## config.mk

```make
export PLATFORM = sky130hd
export DESIGN_NAME = utf8_to_utf16_stream_decoder
export DESIGN_NICKNAME = d
export VERILOG_FILES = /design/src/utf8d_pkg.sv /design/src/utf8d_decode.sv /design/src/utf8d_outbuf.sv /design/src/utf8_to_utf16_stream_decoder.sv
export SDC_FILE = /design/constraint.sdc
export NUM_CORES = 1
export LEC_CHECK = 0
export BUFFER_PORTS_ARGS = -buffer_cell sky130_fd_sc_hd__buf_2
export CORE_MARGIN = 2
export CORE_UTILIZATION = 55
export CTS_CLUSTER_DIAMETER = 30
export DETAILED_ROUTE_END_ITERATION = 10
export GPL_ROUTABILITY_DRIVEN = 0
export PLACE_DENSITY = 0.74
export SYNTH_ARGS = -nofsm -noshare
export SYNTH_HDL_FRONTEND = slang
export SYNTH_HIERARCHICAL = 1
export SYNTH_SLANG_ARGS = --single-unit
```

## constraint.sdc

```tcl
create_clock -name i_clk -period 11.45 [get_ports i_clk]
set_clock_uncertainty 0.1 [all_clocks]
set_input_delay 1.145 -clock i_clk [delete_from_list [all_inputs] [get_ports i_clk]]
set_output_delay 1.145 -clock i_clk [all_outputs]
set_load 0.1 [all_outputs]
```

## src/utf8d_pkg.sv

```systemverilog
// types and constants shared by the utf-8 to utf-16 decoder modules
`timescale 1ns / 1ps

package utf8d_pkg;

    localparam int unsigned ACC_W  = 21;
    localparam int unsigned UNIT_W = 16;

    localparam logic [ACC_W-1:0]  SUPP_BASE = 21'h10000;
    localparam logic [UNIT_W-1:0] HI_SURR   = 16'hd800;
    localparam logic [UNIT_W-1:0] LO_SURR   = 16'hdc00;
    localparam logic [1:0]        CONT_TAG  = 2'b10;

    // results caused by one request, at most a surrogate pair
    typedef struct packed {
        logic              has0;
        logic              has1;
        logic [UNIT_W-1:0] unit0;
        logic              err0;
        logic              last0;
        logic [UNIT_W-1:0] unit1;
    } t_dec_res;

    // one queued result
    typedef struct packed {
        logic [UNIT_W-1:0] unit;
        logic              err;
        logic              last;
    } t_unit_slot;

endpackage

```

## src/utf8d_decode.sv

```systemverilog
// sequence tracking and code point to utf-16 conversion for one byte
`timescale 1ns / 1ps

module utf8d_decode
    import utf8d_pkg::*;
(
    input  logic       i_clk,
    input  logic       i_rst_n,
    input  logic       i_accept,
    input  logic [7:0] i_byte_in,
    input  logic       i_drop_partial,
    output t_dec_res   o_res
);

    logic [ACC_W-1:0] r_code_accum, n_code_accum;
    logic [1:0]       r_bytes_pending, n_bytes_pending;

    logic [ACC_W-1:0] acc;
    logic [1:0]       pend;
    logic [ACC_W-1:0] cont_acc;
    logic [ACC_W-1:0] cp;
    logic             done;
    logic [ACC_W-1:0] supp;

    always_comb begin
        acc  = i_drop_partial ? '0 : r_code_accum;
        pend = i_drop_partial ? 2'd0 : r_bytes_pending;
        cont_acc = {acc[ACC_W-7:0], i_byte_in[5:0]};

        n_code_accum    = acc;
        n_bytes_pending = pend;
        done  = 1'b0;
        cp    = cont_acc;
        o_res = '0;

        if (pend != 2'd0) begin
            if (i_byte_in[7:6] != CONT_TAG) begin
                n_code_accum    = '0;
                n_bytes_pending = 2'd0;
                o_res.has0  = 1'b1;
                o_res.err0  = 1'b1;
                o_res.last0 = 1'b1;
            end else begin
                n_code_accum    = cont_acc;
                n_bytes_pending = pend - 2'd1;
                done = (pend == 2'd1);
                cp   = cont_acc;
            end
        end else begin
            unique casez (i_byte_in)
                8'b0???????: begin
                    n_code_accum = {{(ACC_W-8){1'b0}}, i_byte_in};
                    cp   = {{(ACC_W-8){1'b0}}, i_byte_in};
                    done = 1'b1;
                end
                8'b110?????: begin
                    n_code_accum    = {{(ACC_W-5){1'b0}}, i_byte_in[4:0]};
                    n_bytes_pending = 2'd1;
                end
                8'b1110????: begin
                    n_code_accum    = {{(ACC_W-4){1'b0}}, i_byte_in[3:0]};
                    n_bytes_pending = 2'd2;
                end
                8'b11110???: begin
                    n_code_accum    = {{(ACC_W-3){1'b0}}, i_byte_in[2:0]};
                    n_bytes_pending = 2'd3;
                end
                default: begin
                    // stray continuation byte or 11111xxx
                    n_code_accum = '0;
                    o_res.has0  = 1'b1;
                    o_res.err0  = 1'b1;
                    o_res.last0 = 1'b1;
                end
            endcase
        end

        supp = cp - SUPP_BASE;
        if (done) begin
            o_res.has0 = 1'b1;
            if (cp < SUPP_BASE) begin
                o_res.unit0 = cp[UNIT_W-1:0];
                o_res.last0 = 1'b1;
            end else begin
                o_res.has1  = 1'b1;
                o_res.unit0 = HI_SURR | {5'd0, supp[ACC_W-1:10]};
                o_res.unit1 = LO_SURR | {6'd0, supp[9:0]};
            end
        end
    end

    always_ff @(posedge i_clk) begin
        if (!i_rst_n) begin
            r_code_accum    <= '0;
            r_bytes_pending <= 2'd0;
        end else if (i_accept) begin
            r_code_accum    <= n_code_accum;
            r_bytes_pending <= n_bytes_pending;
        end
    end

endmodule

```

## src/utf8d_outbuf.sv

```systemverilog
// three-entry result queue with room for a surrogate pair
`timescale 1ns / 1ps

module utf8d_outbuf
    import utf8d_pkg::*;
(
    input  logic              i_clk,
    input  logic              i_rst_n,
    input  logic              i_accept,
    input  t_dec_res          i_res,
    output logic              o_ready,
    output logic              o_valid,
    input  logic              i_stall,
    output logic [UNIT_W-1:0] o_unit_out,
    output logic              o_is_error,
    output logic              o_last
);

    logic [1:0]       r_cnt, n_cnt;
    t_unit_slot [2:0] r_q, n_q;

    logic       take;
    logic [1:0] base;
    logic       add0;
    logic       add1;

    assign take    = (r_cnt != 2'd0) && !i_stall;
    // keep room for a whole surrogate pair behind what stays queued
    assign o_ready = !r_cnt[1] || (r_cnt == 2'd2 && take);
    assign add0    = i_accept && i_res.has0;
    assign add1    = i_accept && i_res.has1;

    always_comb begin
        n_q  = r_q;
        base = r_cnt;
        if (take) begin
            n_q[0] = r_q[1];
            n_q[1] = r_q[2];
            base   = r_cnt - 2'd1;
        end
        for (int k = 0; k < 3; k++) begin
            if (add0 && k == int'(base)) begin
                n_q[k] = '{i_res.unit0, i_res.err0, i_res.last0};
            end
            if (add1 && k == int'(base) + 1) begin
                n_q[k] = '{i_res.unit1, 1'b0, 1'b1};
            end
        end
        n_cnt = base + {1'b0, add0} + {1'b0, add1};
    end

    always_ff @(posedge i_clk) begin
        if (!i_rst_n) begin
            r_cnt <= 2'd0;
        end else begin
            r_cnt <= n_cnt;
        end
        r_q <= n_q;
    end

    assign o_valid    = (r_cnt != 2'd0);
    assign o_unit_out = r_q[0].unit;
    assign o_is_error = r_q[0].err;
    assign o_last     = r_q[0].last;

    a_accept_ready: assert property (@(posedge i_clk) disable iff (!i_rst_n)
        i_accept |-> o_ready)
        else $error("request taken without room for its results");

    a_err_shape: assert property (@(posedge i_clk) disable iff (!i_rst_n)
        (o_valid && r_q[0].err) |-> (r_q[0].last && r_q[0].unit == '0))
        else $error("malformed error result");

    a_pair_queued: assert property (@(posedge i_clk) disable iff (!i_rst_n)
        (o_valid && !r_q[0].last) |-> (r_cnt >= 2'd2))
        else $error("high surrogate queued without its low surrogate");

    a_hold_on_stall: assert property (@(posedge i_clk) disable iff (!i_rst_n)
        (o_valid && i_stall) |=> (o_valid && $stable(r_q[0])))
        else $error("stalled result changed");

endmodule

```

## src/utf8_to_utf16_stream_decoder.sv

```systemverilog
// top level of the utf-8 byte stream to utf-16 code unit decoder
//
// input channel: one utf-8 byte per request (i_byte_in), with i_drop_partial
// to abandon a partial sequence first; i_buffer_end is carried for software
// and does not change decoding
// output channel: one utf-16 code unit per request, o_is_error marks a bad
// lead or continuation byte (unit is zero), o_last marks the final unit
// caused by an input byte
// a completing byte shows its first unit in the cycle after it is
// taken when no earlier units are queued; lead and middle bytes give no unit
// throughput: one byte per cycle unless stalled; a four-byte sequence above
// 0xffff gives a surrogate pair, queued in a three-entry result buffer so
// the input takes a byte per cycle while the receiver takes a unit per cycle
// an input byte is taken while the buffer keeps room for a surrogate pair
// after this cycle's unit leaves; a stalled receiver fills the buffer and
// then stalls the input, and a stalled result holds
// reset (synchronous, active low) clears the sequence state and empties the
// result buffer
`timescale 1ns / 1ps

module utf8_to_utf16_stream_decoder
    import utf8d_pkg::*;
(
    input  logic              i_clk,
    input  logic              i_rst_n,
    input  logic              i_valid,
    output logic              o_stall,
    input  logic [7:0]        i_byte_in,
    input  logic              i_drop_partial,
    input  logic              i_buffer_end,
    output logic              o_valid,
    input  logic              i_stall,
    output logic [UNIT_W-1:0] o_unit_out,
    output logic              o_is_error,
    output logic              o_last
);

    logic     ready;
    logic     accept;
    t_dec_res res;

    assign o_stall = !ready;
    // buffer_end has no effect on the decode
    assign accept  = i_valid && ready && (i_buffer_end || !i_buffer_end);

    utf8d_decode u_decode (
        .i_clk          (i_clk),
        .i_rst_n        (i_rst_n),
        .i_accept       (accept),
        .i_byte_in      (i_byte_in),
        .i_drop_partial (i_drop_partial),
        .o_res          (res)
    );

    utf8d_outbuf u_outbuf (
        .i_clk      (i_clk),
        .i_rst_n    (i_rst_n),
        .i_accept   (accept),
        .i_res      (res),
        .o_ready    (ready),
        .o_valid    (o_valid),
        .i_stall    (i_stall),
        .o_unit_out (o_unit_out),
        .o_is_error (o_is_error),
        .o_last     (o_last)
    );

endmodule

```

==> metrics list <==
* Ratio of cells with drive above 1 in the final layout: 0.2005
* Clock root buffer: sky130_fd_sc_hd__clkbuf_8
* Final setup fails: 0
* VDD IR-drop max: 0.0001130 V
* H-tree lvl count: 3
- The die covers 0.008390 mm².
* Register-to-Register Setup Slack: 6650 ps
* Syn Std Cell Area: 0.004220 mm²
- Max-cap violation count: 0
- Total leakage power: 1.565 nW
- For this run, the register share of the synthesized area comes to 0.4601.
- Power spread over the standard cell area amounts to 244.0 mW/mm².
- In this run the tightest slew margin relative to its limit is 0.2405.
- Once the clock tree was built, the setup fixing pass inserted 0 buffers.
- Of the post-synthesis cell area, the dominant cell type holds 0.3415.
- Nets: 433
* Worst Path Required: 11330 ps
* Relative area change from synthesis to final layout: 4.595%
- The via count of the first global-routing pass was 2839.
- Yosys printed 6 warnings.
* Summed negative setup slack over all endpoints: 0 ps
- Sink Count: 73
- Routed vias: 3145
- STA classifies the critical path startpoint as a primary input.
- Mean Syn Cell Area: 10.05 µm²
- CTS buffer count: 9
- Counting flops with an async set or reset pin after synthesis yields a share of 0.
* DRC viols: 0
- TritonCTS built the clock tree.
* Cell seen most often among critical-path stages: sky130_fd_sc_hd__nand3_1
- For the pin with the worst max-slew slack, the measured transition is 1135 ps.
- Final routed wirelength across all metal layers: 8489 µm
* Worst path top cell family by delay: simple AND/OR/NAND/NOR gates
- Die width: 91.60 µm
- For the worst setup path, the data arrival time is 5230 ps.
* Number of optimization iterations in the first detailed-route pass: 5
- Of all nets on the critical path, the largest fanout is 23.
* Slowest CP cell: sky130_fd_sc_hd__or2_1
- Port bufs: 32
- After clock tree synthesis, the flow added hold-fix buffers numbering 0.
* Initial Utilization: 0.5757
* Number of hold violations in the final report: 0
- The floorplan step defined a core boundary enclosing 0.007331 mm².
- Max Root-Sink Buffers: 2
- # fillers: 603
- Die height: 91.60 µm
- Type of the worst setup path: primary input to register
* Synth top area cells: sky130_fd_sc_hd__edfxtp_1, sky130_fd_sc_hd__dfxtp_1, sky130_fd_sc_hd__buf_4, sky130_fd_sc_hd__o21ai_0, sky130_fd_sc_hd__a22o_1
- Walking the worst path, the cells encountered are buf_2, nor2b_1, inv_1, ha_1, nor3b_2, nand3_1, nor2b_4, nand2_1, or2_1, nand3_1.
* Element type at the critical path end: register
- The critical path contains buffers and inverters numbering 2 combined.
* Worst hold path class: register to register
* Number of placement rows: 31
- After clock tree synthesis, the clock-pin slew on the worst setup and hold paths is 80 ps.
- In this design, the stage delay of the slowest critical-path cell is 690 ps.
* Post-synthesis cell type count: 57
- Top cell type by total area after synthesis: sky130_fd_sc_hd__edfxtp_1
- Timing-limited maximum frequency: 187.1 MHz
* Number of DRC violations after detailed-routing iteration 0: 313
- The initial antenna violation count is 0.
* Routed length per instance: 16.39 µm
* Syn nets: 439
* Final-report max-slew violation count: 0
* Number of nets with antenna violations after routing: 0
- # IOs: 34
- Status: finished, final reports clean
- 0 antenna diodes ended up in the layout.
- Wire length of the first global-routing pass: 14080 µm
- Pin count of the biggest net entering global routing: 34
* GRT Util Overall: 0.2080
- Skew-Pair Late Insertion Delay: 350 ps
- Detailed placement finished with a half-perimeter wire length of 5775 µm.
- Setup repair after global routing left no endpoint under its margin.
- Subtracting the final worst setup slack from the clock period gives 5345 ps.
* Main synth FF type: sky130_fd_sc_hd__edfxtp_1
* Routed vias/inst: 6.071
- Post-synth EDFFs: 48
* Synthesized instance count: 420
- Final Hold Slack: 349.9 ps
- Count of cells resized by post-cts repair: 0
* Total congestion overflow: 0
- Counting flops and latches in the post-synthesis netlist gives 73.
- Of the available clock period, the critical path in the final layout requires 0.4668.
## Yosys cell counts (all sizes together), types with 2 or more instances
cell type	n
buf	34
nand3	27
a21boi	2
and2	13
nor3	21
a21oi	16
o21a	2
xnor2	4
a2bb2oi	2
o22ai	3
nor2	25
o21bai	2
mux2i	8
nor3b	2
o311a	2
nand2	16
nand2b	4
a22o	16
and3	3
edfxtp	48
or2	2
a31oi	18
dfxtp	25
or3	2
nor2b	19
inv	10
o21ai	33
mux2	17
nand3b	4
o22a	2
clkbuf	19
ha	5
## cells by family after synthesis
group | Yosys count | synth area share
AND/OR/NAND/NOR | 141 | 0.1883
AO/OA/AOI/OAI | 107 | 0.1654
flip-flops | 73 | 0.4601
buffers and inverters | 64 | 0.08983
multiplexers | 25 | 0.07234
adder cells (fa/ha/maj) | 5 | 0.01482
XOR/XNOR | 4 | 0.008300
other | 1 | 0.0008886
## state kept, by name, indices dropped and copies added (netlist names)
| register | flops |
|---|---|
| u_outbuf/o_is_error | 1 |
| u_decode/r_code_accum | 15 |
| u_outbuf/r_q | 36 |
| u_decode/r_bytes_pending | 2 |
| u_outbuf/o_last | 1 |
| u_outbuf/r_cnt | 2 |
| u_outbuf/o_unit_out | 16 |
## routing by layer
layer / track usage / part of all wire
met1: 0.2965 / 0.45
met2: 0.3223 / 0.46
met3: 0.03402 / 0.074
met4: 0.06944 / 0.015
met5: 0 / 0
## worst register-to-register path: stages, from the launching register on
cell	delay, ps
sky130_fd_sc_hd__dfxtp_1	330
sky130_fd_sc_hd__nor2b_1	250
sky130_fd_sc_hd__inv_1	70
sky130_fd_sc_hd__ha_1	310
sky130_fd_sc_hd__nor3b_2	350
sky130_fd_sc_hd__nand3_1	430
sky130_fd_sc_hd__nor2b_4	590
sky130_fd_sc_hd__nand2_1	690
sky130_fd_sc_hd__or2_1	700
sky130_fd_sc_hd__nand3_1	610
## placed cells by master, fill, tap and decap left out, types with 3 or more instances in the layout
master / count
sky130_fd_sc_hd__nor2b_1: 18
sky130_fd_sc_hd__mux2i_1: 8
sky130_fd_sc_hd__a22o_1: 16
sky130_fd_sc_hd__buf_4: 4
sky130_fd_sc_hd__nand2_1: 16
sky130_fd_sc_hd__o21ai_0: 32
sky130_fd_sc_hd__and2_4: 9
sky130_fd_sc_hd__nand3_1: 27
sky130_fd_sc_hd__xnor2_1: 4
sky130_fd_sc_hd__dfxtp_1: 25
sky130_fd_sc_hd__clkbuf_8: 9
sky130_fd_sc_hd__buf_2: 32
sky130_fd_sc_hd__nand3b_1: 4
sky130_fd_sc_hd__ha_1: 5
sky130_fd_sc_hd__nand2b_1: 4
sky130_fd_sc_hd__mux2_2: 8
sky130_fd_sc_hd__inv_1: 10
sky130_fd_sc_hd__nor3_1: 21
sky130_fd_sc_hd__and2_1: 4
sky130_fd_sc_hd__and3_1: 3
sky130_fd_sc_hd__a31oi_1: 18
sky130_fd_sc_hd__a21oi_1: 16
sky130_fd_sc_hd__nor2_1: 23
sky130_fd_sc_hd__edfxtp_1: 48
sky130_fd_sc_hd__mux2_4: 9
## per-stage QoR
step	total power, mW	instance area [µm²]	setup slack, ps	std cells	utilization
finish	1.077	4414	6105	518	0.6022
global route	1.126	4414	5809	518	0.6022
CTS	1.078	4414	6167	518	0.6022
global placement	0.8469	4197	5901	502	0.5725
detailed placement	0.8576	4197	5829	502	0.5725
floorplan	0.8235	4220	6902	420	-
## cell type report
cell class                 count  area [µm²]  share of cell area
clock buffer                   9       123.9             0.02806
clock inverter                 7       93.84             0.02126
inverter                      11       41.29            0.009354
multi-input combinational    283        1899              0.4303
sequential                    73        1942              0.4399
tap                           99       123.9             0.02806
timing repair buffer          36       190.2             0.04308
## power by group
part	internal, mW	leakage (nW)	total (mW)	switching (mW)
Sequential	0.357	0.663	0.379	0.0215
Combinational	0.110	0.794	0.474	0.364
Clock	0.123	0.107	0.224	0.102
Total	0.590	1.56	1.08	0.487
## final timing paths
path,cells after the start,from,to
min reg2reg,2,u_outbuf/r_q[37],u_outbuf/r_q[37]
max reg2reg,9,u_decode/r_bytes_pending[0],u_outbuf/r_q[25]
max,10,i_drop_partial,u_outbuf/r_q[25]
min,2,u_outbuf/r_q[37],u_outbuf/r_q[37]
Power figures use the tool's default switching activity.
